### config.mk
export PLATFORM = sky130hd
export DESIGN_NAME = held_note_chord_table_top
export DESIGN_NICKNAME = d
export VERILOG_FILES = /design/src/rtl/hnct_pkg.sv /design/src/rtl/hnct_unit.sv /design/src/rtl/hnct_out.sv /design/src/rtl/held_note_chord_table_top.sv
export SDC_FILE = /design/constraint.sdc
export NUM_CORES = 1
export LEC_CHECK = 0
export BUFFER_PORTS_ARGS = -buffer_cell sky130_fd_sc_hd__buf_2
export CAP_MARGIN = 15
export CORE_MARGIN = 4
export CORE_UTILIZATION = 33
export DETAILED_ROUTE_END_ITERATION = 16
export HOLD_SLACK_MARGIN = 0.08
export SETUP_SLACK_MARGIN = 0.05
export SLEW_MARGIN = 20
export SYNTH_ARGS = -nofsm -noshare
export SYNTH_HDL_FRONTEND = slang
export SYNTH_SLANG_ARGS = --single-unit
### constraint.sdc
create_clock -name clk -period 9 [get_ports clk]
set_input_delay 0.45 -clock clk [delete_from_list [all_inputs] [get_ports clk]]
set_output_delay 0.45 -clock clk [all_outputs]
set_load 0.03 [all_outputs]
### src/rtl/hnct_pkg.sv
`timescale 1ns / 1ps
`default_nettype none

package hnct_pkg;

	localparam int MAX_NOTES = 12;
	localparam int IDX_W     = $clog2(MAX_NOTES);
	localparam int CNT_W     = 4;

	// operation codes on s_tuser
	localparam logic [1:0] OP_MIDI  = 2'd0;
	localparam logic [1:0] OP_PURGE = 2'd1;
	localparam logic [1:0] OP_READ  = 2'd2;

	localparam logic [3:0] NIB_NOTE_ON  = 4'h9;
	localparam logic [3:0] NIB_NOTE_OFF = 4'h8;
	localparam logic [4:0] CHANNEL_ALL  = 5'd16;

	// decoded command held for the whole walk
	localparam logic [2:0] CMD_NONE  = 3'd0;
	localparam logic [2:0] CMD_ON    = 3'd1;
	localparam logic [2:0] CMD_OFF   = 3'd2;
	localparam logic [2:0] CMD_PURGE = 3'd3;
	localparam logic [2:0] CMD_READ  = 3'd4;

	typedef logic [2:0] cmd_t;

	typedef struct packed {
		logic       held;
		logic [6:0] vel;
		logic [6:0] note;
	} entry_t;

	typedef struct packed {
		logic   keep;
		entry_t ent;
		logic   inc;
		logic   dec;
		logic   hit;
		logic   chg;
	} unit_res_t;

	typedef struct packed {
		logic             entry_valid;
		entry_t           ent;
		logic [CNT_W-1:0] len;
		logic [CNT_W-1:0] held;
		logic             chg;
		logic             last;
	} out_res_t;

endpackage

`default_nettype wire

### src/rtl/hnct_unit.sv
`timescale 1ns / 1ps
`default_nettype none

module hnct_unit (
	input  hnct_pkg::cmd_t    cmd,
	input  hnct_pkg::entry_t  entry,
	input  logic [6:0]        note,
	input  logic [6:0]        vel,
	input  logic              hold,
	input  logic              found,
	output hnct_pkg::unit_res_t res
);
	import hnct_pkg::*;

	logic hit;

	assign hit = (entry.note == note);

	always_comb begin
		res      = '0;
		res.keep = 1'b1;
		res.ent  = entry;
		unique case (cmd)
			CMD_ON: begin
				// only the first match is refreshed
				if (hit && !found) begin
					res.ent.vel  = vel;
					res.ent.held = 1'b1;
					res.inc      = !entry.held;
					res.hit      = 1'b1;
				end
			end
			CMD_OFF: begin
				if (hit) begin
					if (hold) begin
						res.ent.held = 1'b0;
						res.dec      = entry.held;
					end else begin
						res.keep = 1'b0;
						res.dec  = 1'b1;
						res.chg  = 1'b1;
					end
				end
			end
			CMD_PURGE: begin
				res.keep = entry.held;
				res.chg  = !entry.held;
			end
			default: begin
				res.keep = 1'b1;
			end
		endcase
	end

endmodule

`default_nettype wire

### src/rtl/hnct_out.sv
`timescale 1ns / 1ps
`default_nettype none

module hnct_out (
	input  logic               clk,
	input  logic               arst_n,
	input  logic               load,
	input  hnct_pkg::out_res_t res,
	output logic               free,
	output logic               m_tvalid,
	input  logic               m_tready,
	output logic [23:0]        m_tdata,  // entry_note, entry_velocity, entry_held,
	                                     // chord_length, held_count, changed
	output logic [0:0]         m_tuser,  // entry_valid
	output logic               m_tlast
);
	import hnct_pkg::*;

	logic     vld_q;
	out_res_t res_q;

	assign free = !vld_q || m_tready;

	always_ff @(posedge clk or negedge arst_n) begin
		if (!arst_n) begin
			vld_q <= 1'b0;
		end else if (free) begin
			vld_q <= load;
		end
	end

	always_ff @(posedge clk) begin
		if (free && load) begin
			res_q <= res;
		end
	end

	assign m_tvalid = vld_q;
	assign m_tdata  = {res_q.chg, res_q.held, res_q.len, res_q.ent.held,
	                   res_q.ent.vel, res_q.ent.note};
	assign m_tuser  = res_q.entry_valid;
	assign m_tlast  = res_q.last;

endmodule

`default_nettype wire

### src/rtl/held_note_chord_table_top.sv
`timescale 1ns / 1ps
`default_nettype none

// held note chord table
// s_* takes one word per item: s_tuser is the operation (midi message, hold
// release purge, read), s_tdata the midi status, note, velocity and hold mark.
// m_* returns result words; m_tlast marks the final word of an item. a read
// returns one word per table entry (m_tuser high), or one status word with
// m_tuser low when the table is empty; every other operation returns one
// status word. cfg_* writes the midi channel filter (16 = omni); it is always
// ready and is meant to be written while the block is idle.
// a midi or purge item is decoded in the idle state, then each table entry
// (0 to 12) passes through the shared entry unit in the scan state, a new note
// is appended in the append state, and the emit state loads the output
// register. a read walks the table at one word per cycle; a stalled receiver
// holds the walk at the current entry. s_tready is high only while the
// sequencer is idle; the output register lets the next item be taken while
// the last word still waits. reset empties the table, clears counters and the
// changed flag, sets omni and drops any pending output word.
module held_note_chord_table_top (
	input  wire         clk,
	input  wire         arst_n,
	input  wire         s_tvalid,
	output logic        s_tready,
	input  wire  [23:0] s_tdata,   // status_byte, note_number, velocity, hold_active
	input  wire  [1:0]  s_tuser,   // operation
	output logic        m_tvalid,
	input  wire         m_tready,
	output logic [23:0] m_tdata,   // entry_note, entry_velocity, entry_held,
	                               // chord_length, held_count, changed
	output logic [0:0]  m_tuser,   // entry_valid
	output logic        m_tlast,
	input  wire         cfg_valid,
	output logic        cfg_ready,
	input  wire  [4:0]  cfg_data
);
	import hnct_pkg::*;

	localparam logic [2:0] ST_IDLE   = 3'd0;
	localparam logic [2:0] ST_SCAN   = 3'd1;
	localparam logic [2:0] ST_APPEND = 3'd2;
	localparam logic [2:0] ST_EMIT   = 3'd3;
	localparam logic [2:0] ST_READ   = 3'd4;

	logic [2:0]       st_q;
	logic [4:0]       chan_q;
	cmd_t             cmd_q;
	logic [6:0]       note_q;
	logic [6:0]       vel_q;
	logic             hold_q;
	logic [IDX_W-1:0] rd_q;
	logic [IDX_W-1:0] wr_q;
	logic             found_q;
	logic [CNT_W-1:0] len_q;
	logic [CNT_W-1:0] held_q;
	logic             changed_q;
	logic             rdchg_q;
	entry_t           tbl_q [MAX_NOTES];

	logic             accept;
	logic [7:0]       in_status;
	logic [6:0]       in_note;
	logic [6:0]       in_vel;
	logic             in_hold;
	logic             chan_pass;
	cmd_t             in_cmd;
	entry_t           rd_entry;
	logic [IDX_W-1:0] rd_inc;
	logic             rd_last;
	unit_res_t        ures;
	logic             tbl_we;
	logic [IDX_W-1:0] tbl_wa;
	entry_t           tbl_wd;
	logic             out_free;
	logic             out_load;
	out_res_t         ores;
	logic [CNT_W-1:0] held_dec;

	assign cfg_ready = 1'b1;
	assign s_tready  = (st_q == ST_IDLE);
	assign accept    = s_tvalid && s_tready;

	assign in_status = s_tdata[7:0];
	assign in_note   = s_tdata[14:8];
	assign in_vel    = s_tdata[21:15];
	assign in_hold   = s_tdata[22];

	assign chan_pass = (chan_q == CHANNEL_ALL) || ({1'b0, in_status[3:0]} == chan_q);

	always_comb begin
		in_cmd = CMD_NONE;
		priority if (s_tuser == OP_READ) begin
			in_cmd = CMD_READ;
		end else if (s_tuser == OP_PURGE) begin
			in_cmd = CMD_PURGE;
		end else if (s_tuser == OP_MIDI && chan_pass) begin
			if (in_status[7:4] == NIB_NOTE_ON && in_vel != 7'd0) begin
				in_cmd = CMD_ON;
			end else if (in_status[7:4] == NIB_NOTE_ON || in_status[7:4] == NIB_NOTE_OFF) begin
				in_cmd = CMD_OFF;
			end
		end else begin
			in_cmd = CMD_NONE;
		end
	end

	assign rd_entry = tbl_q[rd_q];
	assign rd_inc   = rd_q + IDX_W'(1);
	assign rd_last  = (CNT_W'(rd_inc) == len_q);
	assign held_dec = (held_q != '0) ? held_q - CNT_W'(1) : held_q;

	hnct_unit u_unit (
		.cmd   (cmd_q),
		.entry (rd_entry),
		.note  (note_q),
		.vel   (vel_q),
		.hold  (hold_q),
		.found (found_q),
		.res   (ures)
	);

	// table write port: compaction during the walk, or the append
	always_comb begin
		tbl_we = 1'b0;
		tbl_wa = wr_q;
		tbl_wd = ures.ent;
		if (st_q == ST_SCAN) begin
			tbl_we = ures.keep;
		end else if (st_q == ST_APPEND) begin
			tbl_we = (len_q < CNT_W'(MAX_NOTES));
			tbl_wa = len_q[IDX_W-1:0];
			tbl_wd = '{held: 1'b1, vel: vel_q, note: note_q};
		end
	end

	always_ff @(posedge clk) begin
		if (tbl_we) begin
			tbl_q[tbl_wa] <= tbl_wd;
		end
	end

	always_comb begin
		ores             = '0;
		ores.entry_valid = (st_q == ST_READ);
		ores.ent         = (st_q == ST_READ) ? rd_entry : '0;
		ores.len         = len_q;
		ores.held        = held_q;
		ores.chg         = (cmd_q == CMD_READ) ? rdchg_q : changed_q;
		ores.last        = (st_q == ST_EMIT) || rd_last;
	end

	assign out_load = out_free && ((st_q == ST_EMIT) || (st_q == ST_READ));

	hnct_out u_out (
		.clk      (clk),
		.arst_n   (arst_n),
		.load     (out_load),
		.res      (ores),
		.free     (out_free),
		.m_tvalid (m_tvalid),
		.m_tready (m_tready),
		.m_tdata  (m_tdata),
		.m_tuser  (m_tuser),
		.m_tlast  (m_tlast)
	);

	always_ff @(posedge clk or negedge arst_n) begin
		if (!arst_n) begin
			st_q      <= ST_IDLE;
			chan_q    <= CHANNEL_ALL;
			cmd_q     <= CMD_NONE;
			note_q    <= '0;
			vel_q     <= '0;
			hold_q    <= 1'b0;
			rd_q      <= '0;
			wr_q      <= '0;
			found_q   <= 1'b0;
			len_q     <= '0;
			held_q    <= '0;
			changed_q <= 1'b0;
			rdchg_q   <= 1'b0;
		end else begin
			if (cfg_valid && cfg_ready) begin
				chan_q <= cfg_data;
			end
			unique case (st_q)
				ST_IDLE: begin
					if (accept) begin
						cmd_q   <= in_cmd;
						note_q  <= in_note;
						vel_q   <= in_vel;
						hold_q  <= in_hold;
						rd_q    <= '0;
						wr_q    <= '0;
						found_q <= 1'b0;
						unique case (in_cmd)
							CMD_READ: begin
								rdchg_q   <= changed_q;
								changed_q <= 1'b0;
								st_q      <= (len_q == '0) ? ST_EMIT : ST_READ;
							end
							CMD_ON: begin
								changed_q <= 1'b1;
								// nothing held: a new chord starts
								if (held_q == '0) begin
									len_q <= '0;
									st_q  <= ST_APPEND;
								end else begin
									st_q <= (len_q == '0) ? ST_APPEND : ST_SCAN;
								end
							end
							CMD_OFF, CMD_PURGE: begin
								st_q <= (len_q == '0) ? ST_EMIT : ST_SCAN;
							end
							default: begin
								st_q <= ST_EMIT;
							end
						endcase
					end
				end
				ST_SCAN: begin
					rd_q <= rd_inc;
					if (ures.keep) begin
						wr_q <= wr_q + IDX_W'(1);
					end
					if (ures.inc) begin
						held_q <= held_q + CNT_W'(1);
					end else if (ures.dec) begin
						held_q <= held_dec;
					end
					if (ures.chg) begin
						changed_q <= 1'b1;
					end
					if (ures.hit) begin
						found_q <= 1'b1;
					end
					if (rd_last) begin
						len_q <= CNT_W'(wr_q) + CNT_W'(ures.keep);
						st_q  <= (cmd_q == CMD_ON && !found_q && !ures.hit) ?
						         ST_APPEND : ST_EMIT;
					end
				end
				ST_APPEND: begin
					if (len_q < CNT_W'(MAX_NOTES)) begin
						len_q  <= len_q + CNT_W'(1);
						held_q <= held_q + CNT_W'(1);
					end
					st_q <= ST_EMIT;
				end
				ST_EMIT: begin
					if (out_free) begin
						st_q <= ST_IDLE;
					end
				end
				ST_READ: begin
					if (out_free) begin
						rd_q <= rd_inc;
						if (rd_last) begin
							st_q <= ST_IDLE;
						end
					end
				end
				default: begin
					st_q <= ST_IDLE;
				end
			endcase
		end
	end

`ifndef SYNTHESIS
	a_len_bound: assert property (@(posedge clk) disable iff (!arst_n)
		len_q <= CNT_W'(MAX_NOTES))
		else $error("chord length above table depth");

	a_held_le_len: assert property (@(posedge clk) disable iff (!arst_n)
		held_q <= len_q)
		else $error("held count exceeds chord length");

	a_walk_in_table: assert property (@(posedge clk) disable iff (!arst_n)
		(st_q == ST_SCAN || st_q == ST_READ) |-> (CNT_W'(rd_q) < len_q))
		else $error("walk index beyond chord length");

	a_read_clears: assert property (@(posedge clk) disable iff (!arst_n)
		(accept && s_tuser == OP_READ) |=> !changed_q)
		else $error("read did not clear changed flag");
`endif

endmodule

`default_nettype wire
==> out/results.ini <==
[synthesis]
synth_seq_cells = 252
synth_area_um2 = 10900
ys_types = 73
ys_warn_count = 0
synth_ff_type = edfxtp_1
synth_edf_count = 206
synthArstFlopShare_pct = 18.3
syn_inst = 739
avgSynthCellArea_um2 = 14.8
syn_nets = 783
yosysSeqAreaShare_pct = 67.3

[detailed_routing]
routed_via_density = 4.89
drt_iter0_markers = 438
firstDrtPassIters = 5
route.detailed.drc = 0
ant_nets = 0
wl_per_cell_um = 18.6
drt-total-wl_um = 23700
vias = 6235

[pwr]
clockPowerShare_pct = 22.7
intPower_mw = 2.91
seqPwrFrac_pct = 43.9
p_comb_share_pct = 33.4
p_per_area_nw_per_um2 = 359
power_switching_mw = 1.59
ir_drop_v = 0.000138
swShare_pct = 35.3
p_leak_nw = 4.48

[status]
outcome = finished, final reports clean

[run]
drv_cap = 0

[setup_path]
critPathLaunchType = flop
crit_fanout = 45
cpMaxStageDelayCell = buf_4
critical_path_arrival_ns = 5.00
max_stage_delay_ns = 0.67
cp_num_cells = 11
cp_top_family = buffers and inverters
path_cells = buf_4 -> mux4_2 -> mux2i_1 -> xor2_1 -> a21oi_1 -> a211oi_2 -> and3_1 -> a211o_1 -> o31a_1 -> nor2_1 -> buf_4
criticalPathCategory = flop to flop
r2r_cells = 11
path_buf_inv = 2
cp-end-kind = flop
cpMostUsedCell = buf_4
crit_required_ns = 9.22

[grt]
busiest_layer = met2
grt.met1_usage_pct = 18.1
grt_pass1_wl_um = 36700
grt_pass1_vias = 6291
grt_overflow = 0
met2_usage_pct = 21.7
grt_max_degree = 47
grt_use_met3_pct = 2.22
antenna_found_initial = 0
track_usage_pct = 13.1

[cells_and_area]
multi_input_area_um2 = 3280
layout_commonest_cell = edfxtp_1
post-route-util_pct = 38.6
fillCellCount = 3075
synthToLayoutAreaGrowth_pct = 15.2
final_cell_mix = edfxtp_1, nor2_1, buf_2, nand2_1, dfrtp_1
register_area_um2 = 7340
diodes = 0
layout.nets = 858
drive_gt1_share_pct = 22.4

[timing]
hold_viol_final = 0
fin_crit_ns = 4.78
maxSlewHeadroom_pct = 36.0
timing.fmax_mhz = 209
tns_ns = 0
drv_slew = 0
fin_hold_ws_ns = 0.136
rsz0062_at_grt = no
tightest_slew_ns = 0.934
setup_viol = 0
clock_skew_ns = 0.0145
period_share_pct = 53.1

[cts]
ctsLongestPathBuffers = 3
cts_max_level = 1
cts_tree = built
ctsHoldBuffers = 1
cts_buffers = 26
clock-sinks = 252
clockRootBuffer = clkbuf_16
cts_resized = 0
clkTransAtPathRegs_ns = 0.06
clk_latency_ns = 0.53
postCtsSetupRepairBufs = 0

[die]
die-area_um2 = 36000
start_util_pct = 33.5
ios = 65
fp.dieW_um = 190
core_area_um2 = 32500
rows = 66
die_h_um = 190

[place]
hpwl_um = 15100
globalplace.congestion = 0.806
port_buffers = 62

[worst_hold_path]
min_path_type = primary input to flop
holdPathStages = 3

-- synth_stat cells, drive strengths merged, types with 2 or more instances --
master,n,area [um^2]
xor2,10,87.6
nor2,76,285
mux2i,35,367
nand2b,5,31.3
nor3b,2,15.0
dfrtp,45,1130
o21ai,31,159
inv,25,93.8
a21oi,39,199
nand2,51,191
nor3,14,70.1
nor2b,10,62.6
a221oi,4,35.0
a22o,3,26.3
mux2,13,146
o2111ai,2,23.8
o31ai,3,27.5
a21o,2,15.0
buf,16,120
a32oi,2,25.0
and3,5,31.3
clkbuf,19,71.3
o31a,3,26.3
nand3,9,45.0
ha,8,100
a31oi,8,50.1
mux4,35,792
edfxtp,206,6190
a22oi,7,52.6
o211ai,2,15.0
o22ai,5,37.5
and2,5,31.3
xnor2,13,114
or4,2,15.0
-- power by group through the flow --
| stage | Combinational (mW) | Clock, mW | Sequential [mW] |
|---|---|---|---|
| global placement | 1.49 | 0 | 2.00 |
| detailed placement | 1.52 | 0 | 2.00 |
| CTS | 1.52 | 1.05 | 1.98 |
| floorplan | 1.04 | 0 | 2.01 |
| global route | 1.67 | 1.10 | 2.02 |
| finish | 1.50 | 1.02 | 1.98 |
-- flip-flops by register name (all words and copies together), names as in the netlist, 3 cells and up --
signal	cells
tbl_q	180
u_out.m_tdata	24
note_q	7
vel_q	7
chan_q	5
held_q	4
len_q	4
rd_q	4
wr_q	4
cmd_q	3
st_q	3
-- stage by stage --
| step | setup slack, ns | instance area (um^2) | total power, mW | cells |
|---|---|---|---|---|
| finish | 4.22 | 12600 | 4.51 | 1276 |
| global route | 3.91 | 12600 | 4.78 | 1276 |
| CTS | 4.13 | 12600 | 4.55 | 1276 |
| detailed placement | 4.15 | 11700 | 3.52 | 1227 |
| global placement | 4.15 | 11700 | 3.49 | 1227 |
| floorplan | 5.43 | 10900 | 3.05 | 739 |
-- area by class of cell --
class | count | share of cell area (%)
Clock buffer | 31 | 5.50
Timing Repair Buffer | 82 | 3.69
Clock inverter | 17 | 1.02
Sequential cell | 252 | 58.5
Inverter | 26 | 0.777
Tap cell | 442 | 4.40
Multi-Input combinational cell | 426 | 26.2
-- tightest hold or removal path, delay by kind of cell --
kind	cells	cell delay (ns)
AO/OA/AOI/OAI	1	0.06
AND/OR/NAND/NOR	1	0.04
buffers and inverters	1	0.08
-- per-layer routing --
metal | vias up | wire [um]
met5 | - | 0
met4 | 0 | 384
met3 | 28 | 1110
met2 | 126 | 11400
met1 | 3130 | 10800
li1 | 2951 | -
-- final timing paths --
path                       slack, ns        start          end
setup reg to reg                4.22      rd_q[0]  tbl_q[6][5]
setup / recovery                4.22      rd_q[0]  tbl_q[6][5]
max in group asynchronous       7.92       arst_n      rd_q[0]
hold reg to reg                 0.50      found_q      found_q
min in group asynchronous       0.57       arst_n    chan_q[1]
hold / removal                  0.14  s_tdata[21]     vel_q[6]
-- logic make-up after synthesis --
family / synth area share, %
adders and majority gates: 0.918
AOI/OAI and AO/OA: 7.71
other: 0.0344
xor gates and xnor gates: 1.85
and+or+nand+nor: 7.59
buffers and inverters: 2.65
muxes: 12.0
DFF: 67.3
(Power assumes the default switching activity.)
